<file path="config.mk">
export PLATFORM = sky130hd
export DESIGN_NAME = bf3h_ram
export DESIGN_NICKNAME = d
export VERILOG_FILES = /design/src/rtl/core/bf3h_ram.sv
export SDC_FILE = /design/constraint.sdc
export NUM_CORES = 1
export LEC_CHECK = 0
export BUFFER_PORTS_ARGS = -buffer_cell sky130_fd_sc_hd__buf_2
export CAP_MARGIN = 20
export CORE_AREA = 5 5 42 44
export DETAILED_ROUTE_END_ITERATION = 6
export DIE_AREA = 0 0 47 49
export PLACE_DENSITY_LB_ADDON = 0.25
export SYNTH_ARGS = -nofsm -noshare
export SYNTH_HDL_FRONTEND = slang
export SYNTH_SLANG_ARGS = --single-unit
</file>
<file path="constraint.sdc">
create_clock -name clk_i -period 2.9 [get_ports clk_i]
set_input_delay 0.725 -clock clk_i [delete_from_list [all_inputs] [get_ports clk_i]]
set_output_delay 0.725 -clock clk_i [all_outputs]
set_load 0.005 [all_outputs]
</file>
<file path="src/rtl/core/bf3h_ram.sv">
// Generic single-port RAM with registered read.
module bf3h_ram #(
  parameter int unsigned Width = 1,
  parameter int unsigned Depth = 8
) (
  input  logic                     clk_i,
  input  logic                     we_i,
  input  logic [$clog2(Depth)-1:0] addr_i,
  input  logic [Width-1:0]         wdata_i,
  output logic [Width-1:0]         rdata_o
);

  logic [Width-1:0] mem_q [Depth];
  logic [Width-1:0] rdata_q;

  always_ff @(posedge clk_i) begin
    if (we_i) begin
      mem_q[addr_i] <= wdata_i;
    end
    rdata_q <= mem_q[addr_i];
  end

  assign rdata_o = rdata_q;

endmodule

</file>
==> flow_summary.ini <==
[yosys]
syn_avg_cell_area_um2 = 15.0
yosysWarnings = 0
syn_inst = 26
synth_nets = 32
synth_top_area_share_pct = 61.7
ys_top_cells_by_count = edfxtp_1 (8), nor2_1 (6)
netlist_area_um2 = 389
synthTopCellsByArea = edfxtp_1 (62%), mux4_1 (14%), nor2_1 (5.8%)
ys.flop_type = edfxtp_1
synth.distinct_cells = 10
synth_sequential_area_ratio_pct = 66.9
async_flop_share_pct = 0
synth.most_common_cell = edfxtp_1
synth_top_area_cell = edfxtp_1
ys_ff_latch = 9
synth_edf_count = 8

[clock_tree]
cts_tree = done
post_cts_resize_count = 0
clkTransAtPathRegs_ns = 0.06
cts_setup_buffers = 0
clock_tree.root_cell = clkbuf_4
clkSinkCount = 9
cts_hold_buf = 0
h-tree-depth = 1
cts_buffers = 3
insertion_delay_ns = 0.25
cts_buffer_depth = 2

[layout]
nets = 42
n_fill_cell = 151
area_delta_synth_final_pct = 18.3
seq_area_um2 = 260
drive_above_1_share_pct = 28.6
diodes = 0
multiInputGateArea_um2 = 124

[sta]
fmax_mhz = 631
fin_setup_tns_ns = 0
hold_viol_final = 0
finalWorstSetupSlack_ns = 1.32
tightest_slew_ns = 0.183
rsz0062_at_grt = no
period_needed_ns = 1.58
setup_viol = 0
slew_headroom_pct = 87.7
fin_skew_ns = 0.00133
post-route-period-util_pct = 54.6
final_max_slew_viol_count = 0

[worst_setup_path]
crit_chain = buf_2, mux4_1, mux2_2
critPathLaunchType = input pin
crit_fanout = 7
slowest_delay_ns = 0.57
cp_data_arrival_time_ns = 1.72
r2r_cells = 2
r2r-end = rdata_o$_DFF_P_
cp.required_ns = 3.04
r2r_start = mem_q[5]$_DFFE_PP_
critPathKind = input pin to flip-flop
cp_slowest_cell = mux4_1
endpoint_kind = flip-flop
ff2ff_setup_slack_ns = 1.65

[grt]
grt_remaining_overflow = 0
track_usage_pct = 6.42
first_global_vias = 258
grt_max_degree = 9
grt_first_pass_wirelength_mm = 1.00
grt_antenna_before_repair = 0

[die]
die_y_um = 49
die_area_mm2 = 0.00230
die_w_um = 47
io_pins = 7
core_area_mm2 = 0.00140
start_util_pct = 27.8
rows = 14

[min_path]
min_to = rdata_o$_DFF_P_
hold_depth = 2
hold_class = flip-flop to flip-flop
min_from = mem_q[3]$_DFFE_PP_

[placed_design]
place_ws_ns = 1.04
dp_hpwl_um = 469
port_buffers = 6
gp_congestion = 0.756

[route]
drtIter0Drc = 2
via_per_inst = 4.61
vias = 235
antenna_left = 0
drtPass1Iterations = 2
drc_errors = 0
totalWireLength_um = 613
wl_per_cell_um = 12.0

[power]
p_per_area_mw_per_mm2 = 562
total_power_uw = 259
p_leak_nw = 0.168
ir_drop_mv = 0.192

[run]
cap_violations = 0

[outcome]
outcome = finished, final reports clean
worst max-delay path: cells and delay by family:
| kind | cells | cell delay, ns |
|---|---|---|
| buffers and inverters | 1 | 0.16 |
| muxes | 2 | 0.85 |
cells by family (layout without fill, tap and decap cells):
family                 count (synthesis)  in the layout  share of synthesized area, %
DFF                                    9              9                          66.9
buffers and inverters                  1             10                          1.28
muxes                                  3              3                          16.4
and+or+nand+nor                       13             13                          15.4
cell usage in the layout, fill, tap and decap left out:
cell type  n
nor2_1     6
dfxtp_1    1
nand2_1    2
buf_2      6
edfxtp_1   8
clkbuf_4   3
mux2_2     1
nor3_1     2
mux4_1     2
clkbuf_1   1
or2b_1     1
nand2b_1   2
metal layers:
layer	wire length (um)	GRT usage, %
met1	251	6.64
met2	292	9.28
met4	4	5.53
met3	65	2.95
met5	0	0
cell type report:
| type | instances | share of cell area, % |
|---|---|---|
| Sequential cell | 9 | 56.5 |
| Multi-Input combinational cell | 16 | 26.9 |
| Timing Repair Buffer | 6 | 6.52 |
| Clock buffer | 4 | 5.71 |
| Tap cell | 16 | 4.35 |
stage by stage:
stage	instance area, um2	instances	hold WS, ns	util, %
global placement	434	47	0.665	31.0
CTS	460	51	0.682	32.9
finish	460	51	0.672	32.9
floorplan	389	26	0.641	-
detailed placement	434	47	0.668	31.0
global route	460	51	0.719	32.9
worst max path at each step:
stage               from              end  slack, ns  depth (start not counted)
2_1_floorplan  addr_i[0]  rdata_o$_DFF_P_       1.12                          3
3_3_place_gp   addr_i[0]  rdata_o$_DFF_P_       1.08                          3
3_5_place_dp   addr_i[0]  rdata_o$_DFF_P_       1.04                          3
4_1_cts        addr_i[0]  rdata_o$_DFF_P_       1.32                          3
5_1_grt        addr_i[0]  rdata_o$_DFF_P_       1.30                          3
6_report       addr_i[0]  rdata_o$_DFF_P_       1.32                          3
sequential cells by signal, indices dropped and copies added, names as in the netlist:
signal	count
mem_q	8
rdata_o	1
where the power goes:
part           internal (mW)  total [mW]  switching [mW]
registers              0.146       0.147         0.00100
logic                0.00994      0.0202          0.0103
clock network         0.0527      0.0912          0.0385
Note: power is estimated with default switching activity, not from simulation.
