File: src/rtl/core/bf3h_pkg.sv
// Shared types, constants and codes for the three-hash Bloom filter.
package bf3h_pkg;

  localparam int unsigned HashW          = 32;
  localparam int unsigned FilterBitsDef  = 65536;
  localparam int unsigned MaxProbesDef   = 16;
  localparam int unsigned FilterSizeW    = 17;
  localparam int unsigned ProbeCountW    = 5;
  localparam int unsigned CfgDataW       = 32;
  localparam int unsigned CfgAddrW       = 3;

  localparam logic [16:0] FilterSizeRst  = 17'd65536;
  localparam logic [4:0]  ProbeCountRst  = 5'd3;

  // hash constants
  localparam logic [31:0] FnvBasis  = 32'd2166136261;
  localparam logic [31:0] FnvPrime  = 32'd16777619;
  localparam logic [31:0] MurSeed   = 32'hdeadbeef;
  localparam logic [31:0] MurC1     = 32'hcc9e2d51;
  localparam logic [31:0] MurC2     = 32'h1b873593;
  localparam logic [31:0] MurMixAdd = 32'he6546b64;
  localparam logic [31:0] MurFin1   = 32'h85ebca6b;
  localparam logic [31:0] MurFin2   = 32'hc2b2ae35;

  // op codes of an input word
  localparam logic [1:0] OpAdd   = 2'd0;
  localparam logic [1:0] OpQuery = 2'd1;
  localparam logic [1:0] OpClear = 2'd2;
  localparam logic [1:0] OpNone  = 2'd3;

  // result kinds
  localparam logic [1:0] KindAdd   = 2'd0;
  localparam logic [1:0] KindQuery = 2'd1;
  localparam logic [1:0] KindClear = 2'd2;

  // register word index (paddr[2])
  localparam logic RegFilterSize = 1'b0;
  localparam logic RegProbeCount = 1'b1;

  typedef struct packed {
    logic [1:0] op;
    logic [7:0] key_byte;
    logic       byte_valid;
    logic       last;
  } in_word_t;

  typedef struct packed {
    logic [1:0]  result_kind;
    logic        maybe_present;
    logic [31:0] items_added;
  } out_word_t;

  typedef enum logic [3:0] {
    ST_IDLE,
    ST_CLR,
    ST_ABS,
    ST_MK1,
    ST_MK2,
    ST_MMIX,
    ST_T0,
    ST_T1,
    ST_F0,
    ST_F1,
    ST_F2,
    ST_F3,
    ST_DIV,
    ST_DWAIT,
    ST_PRB,
    ST_CHK
  } state_e;

endpackage

File: src/rtl/core/bf3h_div.sv
// Bit-serial restoring remainder unit: 32-bit dividend, one bit a cycle.
module bf3h_div #(
  parameter int unsigned DivW = 17
) (
  input  logic                        clk_i,
  input  logic                        rst_ni,
  input  logic                        start_i,
  input  logic [bf3h_pkg::HashW-1:0]  dividend_i,
  input  logic [DivW-1:0]             divisor_i,
  output logic                        done_o,
  output logic [DivW-1:0]             rem_o
);

  localparam int unsigned StepW = $clog2(bf3h_pkg::HashW);

  logic                       run_q, run_d;
  logic                       done_q, done_d;
  logic [StepW-1:0]           step_q, step_d;
  logic [bf3h_pkg::HashW-1:0] dvd_q, dvd_d;
  logic [DivW-1:0]            dvs_q, dvs_d;
  logic [DivW-1:0]            rem_q, rem_d;
  logic [DivW:0]              trial;

  assign trial = {rem_q, dvd_q[bf3h_pkg::HashW-1]};

  always_comb begin
    run_d  = run_q;
    done_d = 1'b0;
    step_d = step_q;
    dvd_d  = dvd_q;
    dvs_d  = dvs_q;
    rem_d  = rem_q;
    if (start_i) begin
      run_d  = 1'b1;
      step_d = '0;
      dvd_d  = dividend_i;
      dvs_d  = divisor_i;
      rem_d  = '0;
    end else if (run_q) begin
      if (trial >= {1'b0, dvs_q}) begin
        rem_d = DivW'(trial - {1'b0, dvs_q});
      end else begin
        rem_d = trial[DivW-1:0];
      end
      dvd_d  = {dvd_q[bf3h_pkg::HashW-2:0], 1'b0};
      step_d = step_q + StepW'(1);
      if (step_q == StepW'(bf3h_pkg::HashW - 1)) begin
        run_d  = 1'b0;
        done_d = 1'b1;
      end
    end
  end

  always_ff @(posedge clk_i or negedge rst_ni) begin
    if (!rst_ni) begin
      run_q  <= 1'b0;
      done_q <= 1'b0;
      step_q <= '0;
    end else begin
      run_q  <= run_d;
      done_q <= done_d;
      step_q <= step_d;
    end
  end

  always_ff @(posedge clk_i) begin
    dvd_q <= dvd_d;
    dvs_q <= dvs_d;
    rem_q <= rem_d;
  end

  assign done_o = done_q;
  assign rem_o  = rem_q;

endmodule
File: config.mk
export PLATFORM = sky130hd
export DESIGN_NAME = bf3h_div
export DESIGN_NICKNAME = d
export VERILOG_FILES = /design/src/rtl/core/bf3h_pkg.sv /design/src/rtl/core/bf3h_div.sv
export SDC_FILE = /design/constraint.sdc
export NUM_CORES = 1
export LEC_CHECK = 0
export BUFFER_PORTS_ARGS = -buffer_cell sky130_fd_sc_hd__buf_4
export CORE_ASPECT_RATIO = 1.1
export CORE_UTILIZATION = 28
export DETAILED_ROUTE_END_ITERATION = 8
export SLEW_MARGIN = 5
export SYNTH_ARGS = -nofsm -noshare
export SYNTH_HDL_FRONTEND = slang
export SYNTH_SLANG_ARGS = --single-unit
File: constraint.sdc
create_clock -name clk_i -period 3.42 [get_ports clk_i]
set_input_delay 0.171 -clock clk_i [delete_from_list [all_inputs] [get_ports clk_i]]
set_output_delay 0.171 -clock clk_i [all_outputs]
set_load 0.01 [all_outputs]
==> run_results.csv <==
group,metric,value,unit
synthesis,async_flop_share,9.59,%
timing,hold_violations,0,
synthesis,ys_dominant_reg_cell,"edfxtp_1",
pwr,ir_drop,333,uV
worst_setup_path,worstSetupStartpointType,"flop",
final_layout,final_cells,607,
synthesis,synth_fp_nets,401,
route,drc_errors,0,
worst_setup_path,crit_chain,"inv_1, ha_1, inv_1, fa_1, a21o_1, a221o_1, a41oi_2, o221ai_2, buf_4, mux2i_1, a211oi_1",
final_layout,syn_to_final_growth,31.0,%
global_route,grt_usage,12.8,%
route,drtPass1Iterations,4,
synthesis,netlist.area_leader.share,38.5,%
timing,rsz0062_at_grt,"false",
worst_setup_path,worstSetupEndpointType,"flop",
cts,ctsRootBufferMaster,"clkbuf_16",
worst_setup_path,crit_path_start,"dvd_q[31]",
worst_setup_path,r2r_slack,390,ps
worst_setup_path,rr_startpoint,"dvd_q[31]",
die,core_area,0.0133,mm2
route,vias,2791,
worst_setup_path,critPathKind,"reg2reg",
route,routed_wirelength,8.33,mm
die,initial_core_util,28.8,%
route,vias_per_cell,4.60,
global_route,grt_max_degree,45,
worst_setup_path,cpMostUsedCell,"inv_1",
synthesis,synth_edf_count,49,
synthesis,synthDistinctLibCells,49,
cts,clkTransAtPathRegs,60,ps
worst_setup_path,critPathSlowestCell,"a221o_1",
placed_design,portBuffers,69,
final_layout,final_core_util,37.7,%
timing,period_share,88.5,%
timing,setup_viol,0,
job,drv_cap,0,
placed_design,gp_congestion,0.822,
global_route,grt_overflow,0,
worst_setup_path,worstPathRequired,3670,ps
cts,cts_buffer_depth,2,
cts,cts_setup_buffers,0,
synthesis,netlist_area,0.00382,mm2
global_route,grt_pass1_vias,2860,
final_layout,antenna-diode-count,0,
pwr,powerDensity,652,mW/mm2
cts,htree_levels,3,
worst_setup_path,path_max_fanout,14,
cts,cts_tree,"built",
synthesis,yosysTopAreaCell,"edfxtp_1",
cts,cts_buffers,9,
pwr,p_leak,2.06,nW
synthesis,ys_seq_area_share,52.0,%
timing,tightest_slew,838,ps
route,drt_iter0_markers,96,
timing,fin_crit,3030,ps
placed_design,pre_cts_ws,429,ps
placed_design,dp.cells,573,
route,ant_nets,0,
placed_design,post-dp-hpwl,5.88,mm
worst_setup_path,critical_path.endpoint,"rem_o[1]",
die,dieHeight,124,um
cts,clk_latency,350,ps
cts,cts_num_sinks,73,
synthesis,synth.area.top_cells,"edfxtp_1, mux2_2, dfxtp_1",
synthesis,synthCells,329,
route,routedWlPerCell,13.7,um
timing,finClkSkew,10.0,ps
global_route,grt_antenna_before_repair,0,
timing,max_slew_margin,44.1,%
synthesis,synth-seq-cells,73,
worst_setup_path,r2r-end,"rem_o[1]",
die,die_w,113,um
worst_setup_path,cp.arrival,3280,ps
die,boundaryPins,70,
final_layout,drive_gt1_share,29.3,%
outcome,status,"finished clean",
die,num_rows,44,
timing,fmax,0.330,GHz
synthesis,syn_avg_cell_area,11.6,um2
die,die-area,0.0141,mm2
global_route,grt_pass1_wl,13.9,mm
timing,drv_slew,0,
hold_path,hp-class,"in2reg",
timing,fin_ws,392,ps
final_layout,nets,490,
timing,setup_tns,0,ps
synthesis,yosysWarnings,0,
worst_setup_path,rr_worst_depth,11,
hold_path,hold_depth,2,
worst_setup_path,cpPeakStageDelay,440,ps
layer usage:
layer	up-vias	track usage (%)	part of all wire [%]
met1	1316	15.1	44
met3	11	5.69	7.3
li1	1394	-	-
met5	-	0	0
met2	70	20.0	47
met4	0	5.96	1.8
logic make-up after synthesis:
| logic type | count (synthesis) | share of synthesized area (%) |
|---|---|---|
| flip-flops | 73 | 52.0 |
| XOR/XNOR | 14 | 3.21 |
| buffers and inverters | 35 | 3.70 |
| multiplexers | 43 | 12.3 |
| adder cells (fa/ha/maj) | 20 | 6.75 |
| AO/OA/AOI/OAI | 69 | 12.5 |
| AND/OR/NAND/NOR | 75 | 9.47 |
per-stage QoR:
stage / area, um2 / total power [mW] / hold slack (ps)
after CTS: 5000 / 3.30 / 96.7
final: 5000 / 3.26 / 111
after floorplan: 3820 / 2.02 / -125
after global routing: 5000 / 3.48 / 98.3
after detailed placement: 4540 / 2.38 / -14.6
after global placement: 4540 / 2.36 / -15.0
cells in the final DEF, fill, tap and decap left out, types with 4 or more instances in the layout:
cell,Yosys,layout
buf_4,0,74
dfrtp_1,7,7
nand2b_1,7,7
xor2_1,5,5
mux2i_1,11,11
edfxtp_1,49,49
a21oi_1,16,16
xnor2_1,9,9
ha_1,19,19
o21ai_0,13,13
clkbuf_16,0,9
inv_1,21,21
a21o_1,7,7
a211oi_1,9,9
dlygate4sd3_1,0,18
nand2_1,21,21
dfxtp_1,17,17
o211ai_1,7,7
mux2_2,32,32
nor2_1,23,23
and3_1,4,4
cell usage after synthesis (2+ instances only):
cell type	n
a211oi_1	9
ha_1	19
a31oi_1	2
nor2b_1	2
xnor2_1	9
nand2_1	21
dfrtp_1	7
edfxtp_1	49
xor2_1	5
nand2b_1	7
buf_2	2
nand3_1	3
mux2i_1	11
inv_1	21
dfxtp_1	17
o21ai_0	13
clkbuf_1	9
and2_1	2
a21oi_1	16
o21a_1	2
or3_1	3
buf_1	2
mux2_2	32
nor3_1	2
o211ai_1	7
nand4_1	3
and3_1	4
a21o_1	7
nor2_1	23
state kept, by name, summed over array words and instances (netlist names):
name    flops
dvd_q      32
dvs_q      17
rem_o      17
step_q      5
done_o      1
run_q       1
where the power goes:
part	leakage, nW	internal (mW)	total, mW	switching (mW)
combinational	1.19	0.582	1.18	0.600
sequential	0.735	1.08	1.19	0.107
clock	0.130	0.497	0.888	0.391
worst max-delay path, delay by kind of cell, from the launching register on:
kind | cells | cell delay, ps
multiplexers | 1 | 120
buffers and inverters | 3 | 420
flip-flops | 1 | 350
adder cells (fa/ha/maj) | 2 | 560
AO/OA/AOI/OAI | 5 | 1480
area by class of cell:
| class | instances | area, um2 |
|---|---|---|
| repair buffers | 92 | 736 |
| clock inverters | 7 | 53.8 |
| well taps | 184 | 230 |
| inverters | 21 | 78.8 |
| fillers | 1311 | 8270 |
| clock buffers | 9 | 225 |
| multi-input cells | 221 | 1690 |
| flip-flops and latches | 73 | 1990 |
worst min-delay path by stage:
stage,from,end,slack [ps]
finish,dividend_i[0],dvd_q[0],110
global route,dividend_i[0],dvd_q[0],100
floorplan,rst_ni,done_o,-120
CTS,dividend_i[0],dvd_q[0],100
detailed placement,rst_ni,done_o,-10
global placement,rst_ni,done_o,-10
what timing repair did:
action                    4_1_cts  5_1_grt
hold endpoints to repair       24        0
resized for setup               0        0
hold buffers                   18        0
Note: power is estimated with default switching activity, not from simulation.
